### config.mk
export PLATFORM = sky130hd
export DESIGN_NAME = json_string_unescaper_flat
export DESIGN_NICKNAME = d
export VERILOG_FILES = /design/src/jsu_pkg.sv /design/src/jsu_if.sv /design/src/jsu_decode.sv /design/src/jsu_outbuf.sv /design/src/json_string_unescaper.sv /design/src/flat_wrapper.sv
export SDC_FILE = /design/constraint.sdc
export NUM_CORES = 1
export LEC_CHECK = 0
export BUFFER_PORTS_ARGS = -buffer_cell sky130_fd_sc_hd__buf_2
export CORE_ASPECT_RATIO = 1.25
export CORE_MARGIN = 5
export CORE_UTILIZATION = 64
export DETAILED_ROUTE_END_ITERATION = 16
export MAX_ROUTING_LAYER = met4
export PLACE_DENSITY = 0.87
export SLEW_MARGIN = 20
export SYNTH_ARGS = -nofsm -noshare
export SYNTH_HDL_FRONTEND = slang
export SYNTH_SLANG_ARGS = --single-unit
### constraint.sdc
create_clock -name clk_i -period 5.4 [get_ports clk_i]
set_clock_uncertainty 0.15 [all_clocks]
set_input_delay 0.54 -clock clk_i [delete_from_list [all_inputs] [get_ports clk_i]]
set_output_delay 0.54 -clock clk_i [all_outputs]
set_load 0.02 [all_outputs]
### src/jsu_pkg.sv
// Package for the JSON string unescaper: status codes, the result bundle
// and the UTF-8 encoding constants. No dependencies.
package jsu_pkg;

  localparam int unsigned ByteW = 8;
  localparam int unsigned StatusW = 3;
  localparam int unsigned MaxBytes = 3;
  localparam int unsigned CntW = 2;

  // Status codes carried on every result beat
  localparam logic [StatusW-1:0] StRun     = 3'd0;
  localparam logic [StatusW-1:0] StDone    = 3'd1;
  localparam logic [StatusW-1:0] StNoQuote = 3'd2;
  localparam logic [StatusW-1:0] StBadEsc  = 3'd3;
  localparam logic [StatusW-1:0] StUnterm  = 3'd4;

  // UTF-8 lead/continuation markers and range limits
  localparam logic [ByteW-1:0] Utf8Lead2 = 8'hC0;
  localparam logic [ByteW-1:0] Utf8Lead3 = 8'hE0;
  localparam logic [ByteW-1:0] Utf8Cont  = 8'h80;
  localparam logic [ByteW-1:0] Utf8Mask6 = 8'h3F;
  localparam logic [15:0]      Cp1Limit  = 16'h0080;
  localparam logic [15:0]      Cp2Limit  = 16'h0800;

  // Decoded result of one input byte: 1 to 3 result beats
  typedef struct packed {
    logic [MaxBytes-1:0][ByteW-1:0] bytes;
    logic [CntW-1:0]                cnt;
    logic                           has_byte;
    logic [StatusW-1:0]             status;
  } res_t;

endpackage

### src/jsu_if.sv
// Valid/ready channel interfaces for the JSON string unescaper.
// Depends on jsu_pkg for field widths.
interface jsu_in_if import jsu_pkg::*; ();
  logic             valid;
  logic             ready;
  logic [ByteW-1:0] in_byte;

  modport source (output valid, output in_byte, input ready);
  modport sink   (input valid, input in_byte, output ready);
endinterface

interface jsu_out_if import jsu_pkg::*; ();
  logic               valid;
  logic               ready;
  logic [ByteW-1:0]   out_byte;
  logic               has_byte;
  logic [StatusW-1:0] status;
  logic               last;

  modport source (output valid, output out_byte, output has_byte, output status,
                  output last, input ready);
  modport sink   (input valid, input out_byte, input has_byte, input status,
                  input last, output ready);
endinterface

### src/jsu_decode.sv
// Scanner state and per-byte decode: escapes, hex accumulation, UTF-8 encode.
// Depends on jsu_pkg.
module jsu_decode import jsu_pkg::*; (
  input  logic             clk_i,
  input  logic             rst_ni,
  input  logic             accept_i,
  input  logic [ByteW-1:0] in_byte_i,
  output res_t             res_o
);

  localparam logic [2:0] MExpect = 3'd0;
  localparam logic [2:0] MBody   = 3'd1;
  localparam logic [2:0] MEsc    = 3'd2;
  localparam logic [2:0] MHex1   = 3'd3;
  localparam logic [2:0] MHex2   = 3'd4;
  localparam logic [2:0] MHex3   = 3'd5;
  localparam logic [2:0] MHex4   = 3'd6;

  logic [2:0]  mode_q, mode_d;
  logic [15:0] cp_q, cp_d;
  logic        bad_q, bad_d;

  logic [3:0]  hex_val;
  logic [15:0] cp_full;
  logic [CntW-1:0] n;
  logic [MaxBytes-1:0][ByteW-1:0] b;
  logic [StatusW-1:0] status;

  // Hex digit value; anything else counts as zero
  always_comb begin
    hex_val = 4'd0;
    if (in_byte_i >= "0" && in_byte_i <= "9") begin
      hex_val = 4'(in_byte_i - "0");
    end else if (in_byte_i >= "a" && in_byte_i <= "f") begin
      hex_val = 4'(in_byte_i - "a" + 8'd10);
    end else if (in_byte_i >= "A" && in_byte_i <= "F") begin
      hex_val = 4'(in_byte_i - "A" + 8'd10);
    end
  end

  assign cp_full = {cp_q[11:0], hex_val};

  // Next state and emitted bytes for the current byte
  always_comb begin
    mode_d = mode_q;
    cp_d   = cp_q;
    bad_d  = bad_q;
    n      = '0;
    b      = '0;
    status = StRun;
    unique case (mode_q)
      MBody: begin
        if (in_byte_i == 8'h00) begin
          status = StUnterm;
          mode_d = MExpect; cp_d = '0; bad_d = 1'b0;
        end else if (in_byte_i == "\"") begin
          status = bad_q ? StBadEsc : StDone;
          mode_d = MExpect; cp_d = '0; bad_d = 1'b0;
        end else if (in_byte_i == "\\") begin
          mode_d = MEsc;
        end else begin
          b[0] = in_byte_i; n = 2'd1;
        end
      end
      MEsc: begin
        mode_d = MBody;
        n      = 2'd1;
        unique case (in_byte_i)
          8'h00: begin
            status = StUnterm; n = '0;
            mode_d = MExpect; cp_d = '0; bad_d = 1'b0;
          end
          "n":  b[0] = 8'h0A;
          "r":  b[0] = 8'h0D;
          "t":  b[0] = 8'h09;
          "b":  b[0] = 8'h08;
          "f":  b[0] = 8'h0C;
          "\"": b[0] = "\"";
          "\\": b[0] = "\\";
          "/":  b[0] = "/";
          "u": begin
            n = '0; cp_d = '0; mode_d = MHex1;
          end
          default: begin
            n = '0; bad_d = 1'b1;
          end
        endcase
      end
      MHex1, MHex2, MHex3, MHex4: begin
        if (in_byte_i == 8'h00) begin
          status = StUnterm;
          mode_d = MExpect; cp_d = '0; bad_d = 1'b0;
        end else if (mode_q == MHex4) begin
          cp_d   = '0;
          mode_d = MBody;
          // UTF-8 encode of the completed code point
          if (cp_full < Cp1Limit) begin
            b[0] = cp_full[7:0]; n = 2'd1;
          end else if (cp_full < Cp2Limit) begin
            b[0] = Utf8Lead2 | {3'b000, cp_full[10:6]};
            b[1] = Utf8Cont | (cp_full[7:0] & Utf8Mask6);
            n    = 2'd2;
          end else begin
            b[0] = Utf8Lead3 | {4'h0, cp_full[15:12]};
            b[1] = Utf8Cont | (cp_full[13:6] & Utf8Mask6);
            b[2] = Utf8Cont | (cp_full[7:0] & Utf8Mask6);
            n    = 2'd3;
          end
        end else begin
          cp_d   = cp_full;
          mode_d = mode_q + 3'd1;
        end
      end
      default: begin
        // Expecting the opening quote (unused code acts the same)
        if (in_byte_i == "\"") begin
          mode_d = MBody; cp_d = '0; bad_d = 1'b0;
        end else begin
          status = StNoQuote;
          mode_d = MExpect; cp_d = '0; bad_d = 1'b0;
        end
      end
    endcase
  end

  // State update on each accepted beat
  always_ff @(posedge clk_i or negedge rst_ni) begin
    if (!rst_ni) begin
      mode_q <= MExpect;
      cp_q   <= '0;
      bad_q  <= 1'b0;
    end else if (accept_i) begin
      mode_q <= mode_d;
      cp_q   <= cp_d;
      bad_q  <= bad_d;
    end
  end

  assign res_o.bytes    = b;
  assign res_o.cnt      = (n == '0) ? 2'd1 : n;
  assign res_o.has_byte = (n != '0);
  assign res_o.status   = status;

endmodule

### src/jsu_outbuf.sv
// Result register and beat serializer: holds one decoded result and sends
// its 1 to 3 beats. Depends on jsu_pkg.
module jsu_outbuf import jsu_pkg::*; (
  input  logic               clk_i,
  input  logic               rst_ni,
  input  logic               load_i,
  input  res_t               res_i,
  input  logic               out_ready_i,
  output logic               out_valid_o,
  output logic [ByteW-1:0]   out_byte_o,
  output logic               has_byte_o,
  output logic [StatusW-1:0] status_o,
  output logic               last_o,
  output logic               can_load_o
);

  res_t            res_q;
  logic            full_q, full_d;
  logic [CntW-1:0] idx_q, idx_d;
  logic            last_now, pop;

  assign last_now   = (idx_q == res_q.cnt - 2'd1);
  assign pop        = full_q && out_ready_i;
  assign can_load_o = !full_q || (pop && last_now);

  // Beat index and occupancy
  always_comb begin
    full_d = full_q;
    idx_d  = idx_q;
    if (pop) begin
      if (last_now) begin
        full_d = 1'b0;
        idx_d  = '0;
      end else begin
        idx_d = idx_q + 2'd1;
      end
    end
    if (load_i) begin
      full_d = 1'b1;
      idx_d  = '0;
    end
  end

  always_ff @(posedge clk_i or negedge rst_ni) begin
    if (!rst_ni) begin
      full_q <= 1'b0;
      idx_q  <= '0;
    end else begin
      full_q <= full_d;
      idx_q  <= idx_d;
    end
  end

  // Payload needs no reset
  always_ff @(posedge clk_i) begin
    if (load_i) begin
      res_q <= res_i;
    end
  end

  assign out_valid_o = full_q;
  assign out_byte_o  = (idx_q == 2'd3) ? '0 : res_q.bytes[idx_q];
  assign has_byte_o  = res_q.has_byte;
  assign status_o    = res_q.status;
  assign last_o      = last_now;

endmodule

### src/json_string_unescaper.sv
// JSON string unescaper top level: one JSON text byte per input beat,
// 1 to 3 decoded result beats out. The first result beat is offered in the
// cycle after the input beat is accepted. Throughput: one input byte per
// cycle while each byte yields one result beat and the output is not stalled;
// a 2- or 3-byte UTF-8 sequence holds the input on the single output port.
// Reset (asynchronous, active low) returns the scanner to waiting for a quote.
module json_string_unescaper import jsu_pkg::*; (
  input  logic clk_i,
  input  logic rst_ni,
  jsu_in_if.sink    in_i,
  jsu_out_if.source out_o
);

  logic accept;
  logic can_load;
  res_t res;

  assign in_i.ready = can_load;
  assign accept     = in_i.valid && can_load;

  // Scanner and decoder
  jsu_decode u_decode (
    .clk_i     (clk_i),
    .rst_ni    (rst_ni),
    .accept_i  (accept),
    .in_byte_i (in_i.in_byte),
    .res_o     (res)
  );

  // Result register and serializer
  jsu_outbuf u_outbuf (
    .clk_i       (clk_i),
    .rst_ni      (rst_ni),
    .load_i      (accept),
    .res_i       (res),
    .out_ready_i (out_o.ready),
    .out_valid_o (out_o.valid),
    .out_byte_o  (out_o.out_byte),
    .has_byte_o  (out_o.has_byte),
    .status_o    (out_o.status),
    .last_o      (out_o.last),
    .can_load_o  (can_load)
  );

endmodule

### src/flat_wrapper.sv
// flat-port wrapper written by rule: the top's interface ports become plain ports
module json_string_unescaper_flat import jsu_pkg::*;
  (clk_i, rst_ni, in_i_valid, in_i_in_byte, in_i_ready, out_o_valid, out_o_out_byte, out_o_has_byte, out_o_status, out_o_last, out_o_ready);
  jsu_in_if in_i_i ();
  jsu_out_if out_o_i ();
  input  logic clk_i;
  input  logic rst_ni;
  input wire logic [$bits(in_i_i.valid)-1:0] in_i_valid;
  input wire logic [$bits(in_i_i.in_byte)-1:0] in_i_in_byte;
  output wire logic [$bits(in_i_i.ready)-1:0] in_i_ready;
  output wire logic [$bits(out_o_i.valid)-1:0] out_o_valid;
  output wire logic [$bits(out_o_i.out_byte)-1:0] out_o_out_byte;
  output wire logic [$bits(out_o_i.has_byte)-1:0] out_o_has_byte;
  output wire logic [$bits(out_o_i.status)-1:0] out_o_status;
  output wire logic [$bits(out_o_i.last)-1:0] out_o_last;
  input wire logic [$bits(out_o_i.ready)-1:0] out_o_ready;
  assign in_i_i.valid = in_i_valid;
  assign in_i_i.in_byte = in_i_in_byte;
  assign in_i_ready = in_i_i.ready;
  assign out_o_valid = out_o_i.valid;
  assign out_o_out_byte = out_o_i.out_byte;
  assign out_o_has_byte = out_o_i.has_byte;
  assign out_o_status = out_o_i.status;
  assign out_o_last = out_o_i.last;
  assign out_o_i.ready = out_o_ready;
  json_string_unescaper u_core (.clk_i(clk_i), .rst_ni(rst_ni), .in_i(in_i_i), .out_o(out_o_i));
endmodule
==> impl_metrics.ini <==
[status]
outcome = complete, no violations

[critical_path]
setup.worst_path.start_class = flop
startpoint = u_core.u_outbuf.idx_q[1]
cp_max_fo = 28
worstSetupPathType = reg2reg
worstPathArrival_ns = 3.04
end_kind = flop
critPathRequiredTime_ns = 5.17
r2r_start = u_core.u_outbuf.idx_q[1]

[place]
portBuffers = 26
post-place-ws_ns = 1.93
dp_hpwl_mm = 5.02
routabilityCongestion = 0.933
placed_cells = 385

[synth]
async_reset_ff_frac = 0.404
syn-cell-area_um2 = 2990
yosys_register_bits = 47
synthesis.nets = 338
synth_cell_type_count = 66
ys_seq_area_frac = 0.441
synth_warnings = 0
syn_inst = 321
synthFlopType = edfxtp_1
synth_edf_count = 28
syn_area_per_cell_um2 = 9.30

[routing]
vias = 2496
wl_mm = 6.82
vias_per_cell = 6.35
wire_per_inst_um = 17.4
drc = 0
drtIter0Drc = 182
dr.pass1.iters = 5
ant_nets = 0

[cts]
clk_pin_slew_ns = 0.08
cts_resized = 0
cts_hold_buffers = 0
cts_tree = yes
cts_root_buf = clkbuf_8
cts_buffer_depth = 2
cts_buffers = 5
clock-sinks = 47
cts_setup_buffers = 0
cts_max_level = 2
clk_latency_ns = 0.30

[cells_and_area]
nNetsFinal = 351
n_antenna_cell = 0
fill_cells = 340
final_util = 0.718
drive_above_1_share = 0.164
area_delta_synth_final_pct = 7.16
final_common_cell = nand2_1
final_cell_mix = nand2_1 (53), nor2_1 (39), edfxtp_1 (28)
layoutNonFillerInstCount = 393

[power]
seqPwrFrac = 0.391
clkPwrFrac = 0.180
p_leak_uw = 0.00129
p_per_area_nw_per_um2 = 447
swShare = 0.429
p_int_uw = 818
combPwrFrac = 0.430
p_sw_uw = 614
irDropWorstVdd_mv = 0.204

[global_route]
grt_pass1_vias = 2329
grt_overflow = 0
grt_usage = 0.236
grt_start_max_net_pins = 29
grt_pass1_wl_mm = 11.2
antenna_found_initial = 0

[sta]
hold_violations = 0
drv_slew = 0
rsz0062_at_grt = no
setup_ws_ns = 2.13
worstMarginPinSlew_ns = 1.09
fmax_mhz = 306
hold_slack_ns = 0.0326
period_share = 0.606
setup_viol = 0
period_needed_ns = 3.27
slew_headroom = 0.271
tns_ns = 0

[floorplanning]
die_w_um = 71.1
die_area_um2 = 6140
pin_count = 27
coreArea_um2 = 4460
die_h_um = 86.4
start_util = 0.670
rows = 27

[job]
drv_cap = 0

[worst_hold_path]
hp-class = in2async
==> path summary, 6_finish.rpt <==
kind | to | slack [ns] | cells after the start
setup reg to reg | u_core.u_outbuf.res_q[14] | 2.13 | 4
max in group asynchronous | u_core.u_decode.cp_q[7] | 4.74 | 1
hold reg to reg | u_core.u_decode.bad_q | 0.34 | 1
min in group clk_i | u_core.u_decode.bad_q | 0.34 | 1
hold / removal | u_core.u_decode.mode_q[1] | 0.03 | 1
setup / recovery | u_core.u_outbuf.res_q[14] | 2.13 | 4
==> critical path: stages, from the launching register on <==
cell and delay, ns:
dfrtp_1 0.68, xnor2_1 0.22, o41ai_1 0.69, nor2_1 0.27
inv_1 0.86
==> per-layer routing <==
metal / GRT usage / vias to the layer above / wire [µm]
met4: 0.0718 / 0 / 145
met1: 0.292 / 1192 / 2760
li1: - / 1190 / -
met2: 0.408 / 102 / 3510
met5: - / - / 0
met3: 0.0255 / 12 / 406
==> cells by family (layout without fill, tap and decap cells) <==
family	after synthesis	in the layout	synth area share
DFF	47	47	0.441
xor gates and xnor gates	1	1	0.00293
adders and majority gates	5	5	0.0209
and+or+nand+nor	152	152	0.259
AOI/OAI and AO/OA	74	74	0.185
buffers and inverters	30	44	0.0507
muxes	12	12	0.0411
==> synth_stat cells, types with 3 or more instances <==
library cell,number,area (µm²)
a21oi_1,18,90.1
o31ai_1,5,37.5
nand2b_1,4,25.0
o21ai_2,9,78.8
nand4_1,3,18.8
inv_1,10,37.5
buf_6,3,33.8
edfxtp_1,28,841
a31oi_1,3,18.8
or3_1,8,50.1
nor2_1,39,146
and3_1,6,37.5
buf_4,3,22.5
o21ai_0,7,35.0
o22ai_1,3,18.8
nor3_1,3,15.0
ha_1,5,62.6
nor2b_1,8,50.1
dfrtp_1,19,475
mux2i_1,10,100
clkbuf_1,8,30.0
nand2_1,53,199
nand3_1,5,25.0
buf_2,4,20.0
==> registers in the layout, summed over array words and instances, names as in the netlist <==
| signal | cells |
|---|---|
| u_core.u_outbuf.res_q | 24 |
| u_core.u_decode.cp_q | 12 |
| u_core.u_decode.mode_q | 3 |
| u_core.u_outbuf.status_o | 3 |
| u_core.u_outbuf.idx_q | 2 |
| u_core.u_decode.bad_q | 1 |
| u_core.u_outbuf.has_byte_o | 1 |
| u_core.u_outbuf.out_valid_o | 1 |
==> power groups by stage <==
stage          sequential (µW)  clock (µW)  combinational [µW]
5_1_grt                    570         270                 671
3_5_place_dp               564           0                 601
2_1_floorplan              512           0                 502
4_1_cts                    556         258                 605
3_3_place_gp               561           0                 583
6_report                   559         258                 615
==> area by class of cell <==
| type | count | area (µm²) | share of cell area |
|---|---|---|---|
| well taps | 58 | 72.6 | 0.0227 |
| clock buffers | 5 | 68.8 | 0.0215 |
| clock inverters | 3 | 43.8 | 0.0137 |
| multi-input cells | 244 | 1530 | 0.478 |
| flip-flops and latches | 47 | 1320 | 0.411 |
| inverters | 10 | 37.5 | 0.0117 |
| repair buffers | 26 | 130 | 0.0407 |
==> stage by stage <==
step / power (µW) / area, µm²
5_1_grt: 1510 / 3200
6_report: 1430 / 3200
3_3_place_gp: 1140 / 3080
4_1_cts: 1420 / 3190
2_1_floorplan: 1010 / 2990
3_5_place_dp: 1160 / 3080
Power figures use the tool's default switching activity.
